===== config.mk =====
export PLATFORM = sky130hd
export DESIGN_NAME = cidr_text_parser_classifier
export DESIGN_NICKNAME = d
export VERILOG_FILES = /design/src/rtl/ctpc_pkg.sv /design/src/rtl/cidr_text_parser_classifier.sv /design/src/rtl/ctpc_parser.sv /design/src/rtl/ctpc_classifier.sv
export SDC_FILE = /design/constraint.sdc
export NUM_CORES = 1
export LEC_CHECK = 0
export BUFFER_PORTS_ARGS = -buffer_cell sky130_fd_sc_hd__buf_2
export CORE_UTILIZATION = 59
export CTS_BUF_LIST = sky130_fd_sc_hd__clkbuf_8
export CTS_CLUSTER_DIAMETER = 100
export CTS_CLUSTER_SIZE = 30
export DETAILED_ROUTE_END_ITERATION = 10
export PLACE_DENSITY = 0.9
export SYNTH_ARGS = -nofsm -noshare
export SYNTH_HDL_FRONTEND = slang
export SYNTH_SLANG_ARGS = --single-unit

===== constraint.sdc =====
create_clock -name clk_i -period 6.79 [get_ports clk_i]
set_input_delay 1.0185 -clock clk_i [delete_from_list [all_inputs] [get_ports clk_i]]
set_output_delay 1.0185 -clock clk_i [all_outputs]
set_load 0.03 [all_outputs]

===== src/rtl/ctpc_pkg.sv =====
// Shared types and constants for the CIDR text parser and classifier.
// No dependencies; imported by every module of the block.
package ctpc_pkg;

  localparam int unsigned MAX_TEXT_LEN = 18;
  localparam int unsigned MIN_TEXT_LEN = 8;

  localparam logic [7:0] CH_ZERO  = 8'h30;
  localparam logic [7:0] CH_NINE  = 8'h39;
  localparam logic [7:0] CH_DOT   = 8'h2E;
  localparam logic [7:0] CH_SLASH = 8'h2F;

  localparam logic [3:0] ERR_NONE   = 4'd0;
  localparam logic [3:0] ERR_LENGTH = 4'd1;
  localparam logic [3:0] ERR_CHAR   = 4'd2;
  localparam logic [3:0] ERR_DOTS   = 4'd3;
  localparam logic [3:0] ERR_DIGITS = 4'd4;
  localparam logic [3:0] ERR_SLASH  = 4'd5;
  localparam logic [3:0] ERR_EMPTY  = 4'd6;
  localparam logic [3:0] ERR_OCTET  = 4'd7;
  localparam logic [3:0] ERR_PREFIX = 4'd8;

  localparam logic [2:0] CLASS_A = 3'd0;
  localparam logic [2:0] CLASS_B = 3'd1;
  localparam logic [2:0] CLASS_C = 3'd2;
  localparam logic [2:0] CLASS_D = 3'd3;
  localparam logic [2:0] CLASS_E = 3'd4;

  localparam logic [2:0] KIND_PUBLIC    = 3'd0;
  localparam logic [2:0] KIND_PRIVATE   = 3'd1;
  localparam logic [2:0] KIND_LOOPBACK  = 3'd2;
  localparam logic [2:0] KIND_MULTICAST = 3'd3;
  localparam logic [2:0] KIND_RESERVED  = 3'd4;

  typedef struct packed {
    logic [7:0] char_code;
    logic       last_char;
  } in_item_t;

  typedef struct packed {
    logic        valid_res;
    logic [3:0]  error_code;
    logic [31:0] address;
    logic [5:0]  prefix_len;
    logic [2:0]  addr_class;
    logic [2:0]  addr_kind;
    logic [31:0] network_addr;
    logic [31:0] broadcast_addr;
    logic [31:0] first_host;
    logic [31:0] last_host;
    logic [31:0] host_count;
  } out_item_t;

  // parsed text handed from the parser to the classifier
  typedef struct packed {
    logic [3:0]  err;
    logic [31:0] address;
    logic [5:0]  prefix;
  } parse_res_t;

  // keep the lowest nonzero error code
  function automatic logic [3:0] note_err(input logic [3:0] cur, input logic [3:0] code);
    logic [3:0] res;
    res = cur;
    if (cur == ERR_NONE || code < cur) res = code;
    return res;
  endfunction

endpackage


===== src/rtl/cidr_text_parser_classifier.sv =====
// IPv4 CIDR text parser and classifier, one character per item.
// Throughput: one character per cycle unless backpressure stalls it.
// A new text may start right after the last one. The result item is registered in the parse
// register and then in the result register; backpressure stalls both.
// Reset (rst_ni, async low) clears the parse state and both stage valids.
// Depends on ctpc_pkg, ctpc_parser and ctpc_classifier.
module cidr_text_parser_classifier import ctpc_pkg::*; (
  input  logic      clk_i,
  input  logic      rst_ni,
  input  logic      in_valid_i,
  output logic      in_ready_o,
  input  in_item_t  in_item_i,
  output logic      out_valid_o,
  input  logic      out_ready_i,
  output out_item_t out_item_o
);

  logic       res_valid;
  logic       res_ready;
  parse_res_t res;

  ctpc_parser u_parser (
    .clk_i       (clk_i),
    .rst_ni      (rst_ni),
    .in_valid_i  (in_valid_i),
    .in_ready_o  (in_ready_o),
    .in_item_i   (in_item_i),
    .res_valid_o (res_valid),
    .res_ready_i (res_ready),
    .res_o       (res)
  );

  ctpc_classifier u_classifier (
    .clk_i       (clk_i),
    .rst_ni      (rst_ni),
    .res_valid_i (res_valid),
    .res_ready_o (res_ready),
    .res_i       (res),
    .out_valid_o (out_valid_o),
    .out_ready_i (out_ready_i),
    .out_item_o  (out_item_o)
  );

endmodule


===== src/rtl/ctpc_parser.sv =====
// Per-character parser: field accumulation, counters and error tracking.
// Registers the parsed address, prefix and error code on the last item. Uses ctpc_pkg.
module ctpc_parser import ctpc_pkg::*; (
  input  logic       clk_i,
  input  logic       rst_ni,
  input  logic       in_valid_i,
  output logic       in_ready_o,
  input  in_item_t   in_item_i,
  output logic       res_valid_o,
  input  logic       res_ready_i,
  output parse_res_t res_o
);

  logic [4:0]      cc_q, cc_d;
  logic [2:0]      run_q, run_d;
  logic [9:0]      fv_q, fv_d;
  logic [2:0]      fi_q, fi_d;
  logic [3:0][7:0] oct_q, oct_d;
  logic [2:0]      dots_q, dots_d;
  logic [1:0]      slash_q, slash_d;
  logic [3:0]      err_q, err_d;
  logic            res_vld_q;
  parse_res_t      res_q, res_d;
  logic            accept;

  assign in_ready_o  = !res_vld_q || res_ready_i;
  assign accept      = in_valid_i && in_ready_o;
  assign res_valid_o = res_vld_q;
  assign res_o       = res_q;

  always_comb begin
    logic [7:0]  c;
    logic        close;
    logic [13:0] prod;
    logic [3:0]  fin;
    c       = in_item_i.char_code;
    close   = 1'b0;
    cc_d    = cc_q;
    run_d   = run_q;
    fv_d    = fv_q;
    fi_d    = fi_q;
    oct_d   = oct_q;
    dots_d  = dots_q;
    slash_d = slash_q;
    err_d   = err_q;
    prod    = (14'(fv_q) << 3) + (14'(fv_q) << 1) + 14'(c[3:0]);

    if (cc_q == 5'd31) err_d = note_err(err_d, ERR_LENGTH);
    else cc_d = cc_q + 5'd1;

    if (c >= CH_ZERO && c <= CH_NINE) begin
      if (run_q < 3'd3) begin
        fv_d  = prod[9:0];
        run_d = run_q + 3'd1;
      end else begin
        run_d = 3'd4;
        err_d = note_err(err_d, ERR_DIGITS);
      end
    end else if (c == CH_DOT) begin
      if (dots_q != 3'd7) dots_d = dots_q + 3'd1;
      if (slash_q != 2'd0) err_d = note_err(err_d, ERR_DOTS);
      close = 1'b1;
    end else if (c == CH_SLASH) begin
      if (slash_q != 2'd3) slash_d = slash_q + 2'd1;
      if (dots_q != 3'd3) err_d = note_err(err_d, ERR_SLASH);
      close = 1'b1;
    end else begin
      err_d = note_err(err_d, ERR_CHAR);
    end

    if (close) begin
      if (run_q == 3'd0) begin
        err_d = note_err(err_d, ERR_EMPTY);
      end else if (fi_q < 3'd4) begin
        if (fv_q > 10'd255) err_d = note_err(err_d, ERR_OCTET);
        oct_d[fi_q[1:0]] = fv_q[7:0];
      end
      if (fi_q != 3'd7) fi_d = fi_q + 3'd1;
      fv_d  = '0;
      run_d = '0;
    end

    // final field must be the prefix on a good text; an octet closing here
    // always comes with a lower dot error, so its checks are skipped
    fin = err_d;
    if (run_d == 3'd0) begin
      fin = note_err(fin, ERR_EMPTY);
    end else if (fi_d == 3'd4) begin
      if (fv_d > 10'd32) fin = note_err(fin, ERR_PREFIX);
    end
    if (cc_d < 5'(MIN_TEXT_LEN) || cc_d > 5'(MAX_TEXT_LEN)) fin = note_err(fin, ERR_LENGTH);
    if (dots_d != 3'd3) fin = note_err(fin, ERR_DOTS);
    if (slash_d != 2'd1) fin = note_err(fin, ERR_SLASH);
    if (fi_d != 3'd4) fin = note_err(fin, ERR_DOTS);

    res_d.err     = fin;
    res_d.address = {oct_d[0], oct_d[1], oct_d[2], oct_d[3]};
    res_d.prefix  = fv_d[5:0];
  end

  always_ff @(posedge clk_i or negedge rst_ni) begin
    if (!rst_ni) begin
      cc_q    <= '0;
      run_q   <= '0;
      fv_q    <= '0;
      fi_q    <= '0;
      oct_q   <= '0;
      dots_q  <= '0;
      slash_q <= '0;
      err_q   <= ERR_NONE;
    end else if (accept) begin
      if (in_item_i.last_char) begin
        cc_q    <= '0;
        run_q   <= '0;
        fv_q    <= '0;
        fi_q    <= '0;
        oct_q   <= '0;
        dots_q  <= '0;
        slash_q <= '0;
        err_q   <= ERR_NONE;
      end else begin
        cc_q    <= cc_d;
        run_q   <= run_d;
        fv_q    <= fv_d;
        fi_q    <= fi_d;
        oct_q   <= oct_d;
        dots_q  <= dots_d;
        slash_q <= slash_d;
        err_q   <= err_d;
      end
    end
  end

  always_ff @(posedge clk_i or negedge rst_ni) begin
    if (!rst_ni) begin
      res_vld_q <= 1'b0;
    end else if (in_ready_o) begin
      res_vld_q <= accept && in_item_i.last_char;
    end
  end

  always_ff @(posedge clk_i) begin
    if (accept && in_item_i.last_char) res_q <= res_d;
  end

endmodule


===== src/rtl/ctpc_classifier.sv =====
// Class, kind and subnet arithmetic on a parsed address, into the result register.
// Uses ctpc_pkg.
module ctpc_classifier import ctpc_pkg::*; (
  input  logic       clk_i,
  input  logic       rst_ni,
  input  logic       res_valid_i,
  output logic       res_ready_o,
  input  parse_res_t res_i,
  output logic       out_valid_o,
  input  logic       out_ready_i,
  output out_item_t  out_item_o
);

  logic      out_vld_q;
  out_item_t out_q, out_d;
  logic      accept;

  assign res_ready_o = !out_vld_q || out_ready_i;
  assign accept      = res_valid_i && res_ready_o;
  assign out_valid_o = out_vld_q;
  assign out_item_o  = out_q;

  always_comb begin
    logic [31:0] a;
    logic [31:0] host_mask;
    logic [31:0] net;
    logic [31:0] bc;
    logic [7:0]  o0;
    logic [7:0]  o1;
    logic [2:0]  cls;
    logic [2:0]  kind;
    a         = res_i.address;
    o0        = a[31:24];
    o1        = a[23:16];
    // prefix 32 shifts everything out, prefix 0 keeps all ones
    host_mask = 32'hFFFF_FFFF >> res_i.prefix;
    net       = a & ~host_mask;
    bc        = a | host_mask;

    if (o0 <= 8'd127)      cls = CLASS_A;
    else if (o0 <= 8'd191) cls = CLASS_B;
    else if (o0 <= 8'd223) cls = CLASS_C;
    else if (o0 <= 8'd239) cls = CLASS_D;
    else                   cls = CLASS_E;

    if (cls == CLASS_D)                      kind = KIND_MULTICAST;
    else if (cls == CLASS_E)                 kind = KIND_RESERVED;
    else if (o0 == 8'd127 || a == 32'd0)     kind = KIND_LOOPBACK;
    else if (o0 == 8'd10 || (o0 == 8'd172 && o1 >= 8'd16 && o1 <= 8'd31) ||
             (o0 == 8'd192 && o1 == 8'd168)) kind = KIND_PRIVATE;
    else                                     kind = KIND_PUBLIC;

    out_d            = '0;
    out_d.error_code = res_i.err;
    if (res_i.err == ERR_NONE) begin
      out_d.valid_res      = 1'b1;
      out_d.address        = a;
      out_d.prefix_len     = res_i.prefix;
      out_d.addr_class     = cls;
      out_d.addr_kind      = kind;
      out_d.network_addr   = net;
      out_d.broadcast_addr = bc;
      if (res_i.prefix >= 6'd31) begin
        out_d.first_host = net;
        out_d.last_host  = bc;
        out_d.host_count = '0;
      end else begin
        out_d.first_host = net + 32'd1;
        out_d.last_host  = bc - 32'd1;
        out_d.host_count = host_mask - 32'd1;
      end
    end
  end

  always_ff @(posedge clk_i or negedge rst_ni) begin
    if (!rst_ni) begin
      out_vld_q <= 1'b0;
    end else if (res_ready_o) begin
      out_vld_q <= res_valid_i;
    end
  end

  always_ff @(posedge clk_i) begin
    if (accept) out_q <= out_d;
  end

endmodule


==> metrics <==
Worst R2R Path Depth 14; part of the Yosys area used for sequential elements 63.2%; most frequent cells in the layout edfxtp_1 (251), buf_2 (223), nor2_1 (192); die width 159 um; min-delay worst type reg2reg; GP Congestion ~0.94; simple-gate area share of the yosys netlist between 10% and 20%; routed len/inst 20.2 um; Post-CTS Setup Bufs 0; initial antenna violation count 0; CTS root buf clkbuf_8; first-pass GRT wire length roughly 52,000 um; hold path startpoint u_parser.res_o[38]; metal3 WL about 3000 um; DR WL met2 around 17,000 um; Startpoint Class flop; critical path arrival around 4.6 ns; Max Fclk 235 MHz; CTS Sinks 315; Worst Hold Path EP u_classifier.out_item_o[204]; worst r2r dst u_classifier.out_item_o[92]; crit path kind reg2reg; cells along the critical path and3_1 -> a21oi_4 -> nor2b_1 -> ha_1 -> or3b_4 -> nor4_4 -> and4_4 -> nand3_4 -> nor2_8 -> nand4_4 -> nor3_4 -> nand2_4 -> nor4_4 -> mux2_1; Synth cell types 86; Critical Path Max Stage Delay roughly 0.82 ns; Worst VDD drop ~0.13 mV; CP max FO 21; Lkg Pwr around 6.6 nW; RSZ-0062 raised after global routing false; # fillers about 1,600; most common cell after layout, fill and taps aside edfxtp_1; Starting Density about three fifths; Fin. Hold Viols 0; GRT Overall Usage around 27%; fin crit share 62.7%; routed length on met1 between 10,000 and 15,000 um; Post-CTS Hold Buffers 0; Max clock buf depth 3; Routed Antenna Nets 0; GRT overflow 0; IO Port Bufs 223; number of global-route vias before repair 9,626; Post-CTS Resized 0; Relative slew margins a little under a fifth; Worst Path Required between 7 and 8 ns; Yosys Warn Count 0; Vias per Instance roughly 6.1; drt total wl about 34,000 um; final setup skew between 0.03 and 0.04 ns; cell mode on critical path nor4_4; Syn Area/Cell between 10 and 15 um^2; Async SR Flop Fraction roughly 20%; Nets about 1,400; setup TNS 0 ns; pre-CTS setup slack 2.46 ns; Layout area overhead 11.4%; run status complete, no violations; TritonCTS clock tree done; crit path capture type flop; DIE AREA between 20,000 and 30,000 um^2; Final Max Tran Viols 0; worst hold-check slack about 0.47 ns; post-synthesis compound-gate area fraction under 10%; Final HPWL DP around 24,000 um; Final min period about 4.3 ns; Worst Tran Pin Value approximately 1.2 ns; Clock H-tree levels 1; critical path's slowest cell edfxtp_1; Iteration-0 DRC Markers 1,061; Core Box Area approximately 24,000 um^2; I/O Pins 224; row count 56; Num CTS Buffers 15; share of layout cells above drive strength 1 23.1%; Synth Register Bits 315; R2R setup slack between 2 and 3 ns; # setup viols final 0; syn_nets 1,214; largest net degree at the start of global routing 206; Cell Area, Synth 14,500 um^2; Worst R2R Start u_parser.res_o[3]; multiplexer share of the synthesized area around 2.9%; largest family of logic cells by synthesized area simple AND/OR/NAND/NOR gates; post-route setup slack between 2 and 3 ns; Hold Path Stages 0; ant diodes 0; Post-Synthesis Cells between 1,000 and 1,500; DRC 0; Power Density around 210 nW/um^2; Max Cap Viol 0; adder-cell share of the synthesized area between 2 and 2.5%; Post-synth EDFFs about 250; clock transition at the registers of the reported paths roughly 0.17 ns; Worst-Skew Late Latency about 0.57 ns; Vias approximately 10,000; Primary FF master, synth edfxtp_1; die height roughly 160 um; max layer used met4; xor/xnor share of the synthesized area between 1.5 and 2%; Detailed Routing Iterations Pass 1 5
## per-layer routing
| layer | vias up | track usage [%] |
|---|---|---|
| li1 | 4668 | - |
| met1 | 4915 | 34.8 |
| met2 | 580 | 46.7 |
| met3 | 100 | 2.91 |
| met4 | 0 | 10.6 |
| met5 | - | 0 |
## synth_stat cells (5+ instances only)
library cell | number | area share [%]
edfxtp_1 | 251 | 52
nor2_1 | 193 | 5.0
nand2_1 | 72 | 1.9
dfrtp_1 | 64 | 11
a21oi_1 | 49 | 1.7
a22o_1 | 47 | 2.8
clkbuf_1 | 46 | 1.2
and2_1 | 43 | 1.9
nor2b_1 | 38 | 1.6
mux2_2 | 33 | 2.6
o21ai_0 | 32 | 1.1
inv_1 | 28 | 0.73
ha_1 | 24 | 2.1
nor3_1 | 19 | 0.66
xnor2_1 | 18 | 1.1
nand3_1 | 16 | 0.55
a31oi_1 | 14 | 0.61
nor4_1 | 13 | 0.56
nand2b_1 | 12 | 0.52
nand4_1 | 11 | 0.48
xor2_1 | 11 | 0.67
and3_1 | 9 | 0.39
o21a_1 | 6 | 0.31
o31ai_1 | 6 | 0.31
or3_1 | 6 | 0.26
a21o_1 | 5 | 0.26
or2_2 | 5 | 0.22
## cell type report
type | count | area, um^2 | area share (%)
tap | 319 | 399 | 2.48
clock inverter | 10 | 81.3 | 0.505
multi-input combinational | 776 | 4990 | 31.0
sequential | 315 | 9140 | 56.7
timing repair buffer | 231 | 1190 | 7.38
clock buffer | 15 | 206 | 1.28
inverter | 28 | 105 | 0.652
## critical path, delay by kind of cell (launching register included)
kind	cells	cell delay, ns
flip-flops	1	0.82
AND/OR/NAND/NOR	11	2.55
AO/OA/AOI/OAI	1	0.15
adder cells (fa/ha/maj)	1	0.18
multiplexers	1	0.35
## how the worst max path moves through the flow
stage / start / endpoint / slack [ns] / cells after the start
after floorplan: out_ready_i / u_classifier.out_item_o[0] / 0.31 / 2
after detailed placement: in_item_i[4] / u_parser.res_o[38] / 2.46 / 13
after global routing: u_parser.res_o[3] / u_classifier.out_item_o[92] / 2.38 / 14
final: u_parser.res_o[3] / u_classifier.out_item_o[92] / 2.53 / 14
after global placement: in_item_i[4] / u_parser.res_o[38] / 2.62 / 13
after CTS: u_parser.res_o[3] / u_classifier.out_item_o[92] / 2.55 / 14
## registers in the layout (all words and copies together) (netlist names)
register and count:
u_classifier.out_item_o 209, u_parser.res_o 42, u_parser.oct_q 32, u_parser.fv_q 10
u_parser.cc_q 5, u_parser.err_q 4, u_parser.dots_q 3, u_parser.fi_q 3
u_parser.run_q 3, u_parser.slash_q 2, u_classifier.out_valid_o 1, u_parser.res_valid_o 1
## per-stage QoR
| step | power (mW) | instance area, um^2 | utilization [%] | std cells |
|---|---|---|---|---|
| after detailed placement | 2.67 | 15800 | 66.6 | 1669 |
| after global routing | 3.53 | 16100 | 67.8 | 1694 |
| after floorplan | 2.55 | 14500 | - | 1175 |
| after CTS | 3.44 | 16100 | 67.8 | 1694 |
| final | 3.44 | 16100 | 67.8 | 1694 |
| after global placement | 2.66 | 15800 | 66.6 | 1669 |
## cell families after synthesis
group | Yosys count
other cells | 1
fa+ha+maj | 26
compound gates | 204
mux | 37
simple gates | 479
buf+inv | 84
flops | 315
xor+xnor | 29
## report_power, final
part | switching [mW] | total (mW) | internal (mW)
logic | 0.307 | 0.400 | 0.0930
clock network | 0.576 | 0.804 | 0.228
registers | 0.0554 | 2.23 | 2.18
Note: power is estimated with default switching activity, not from simulation.
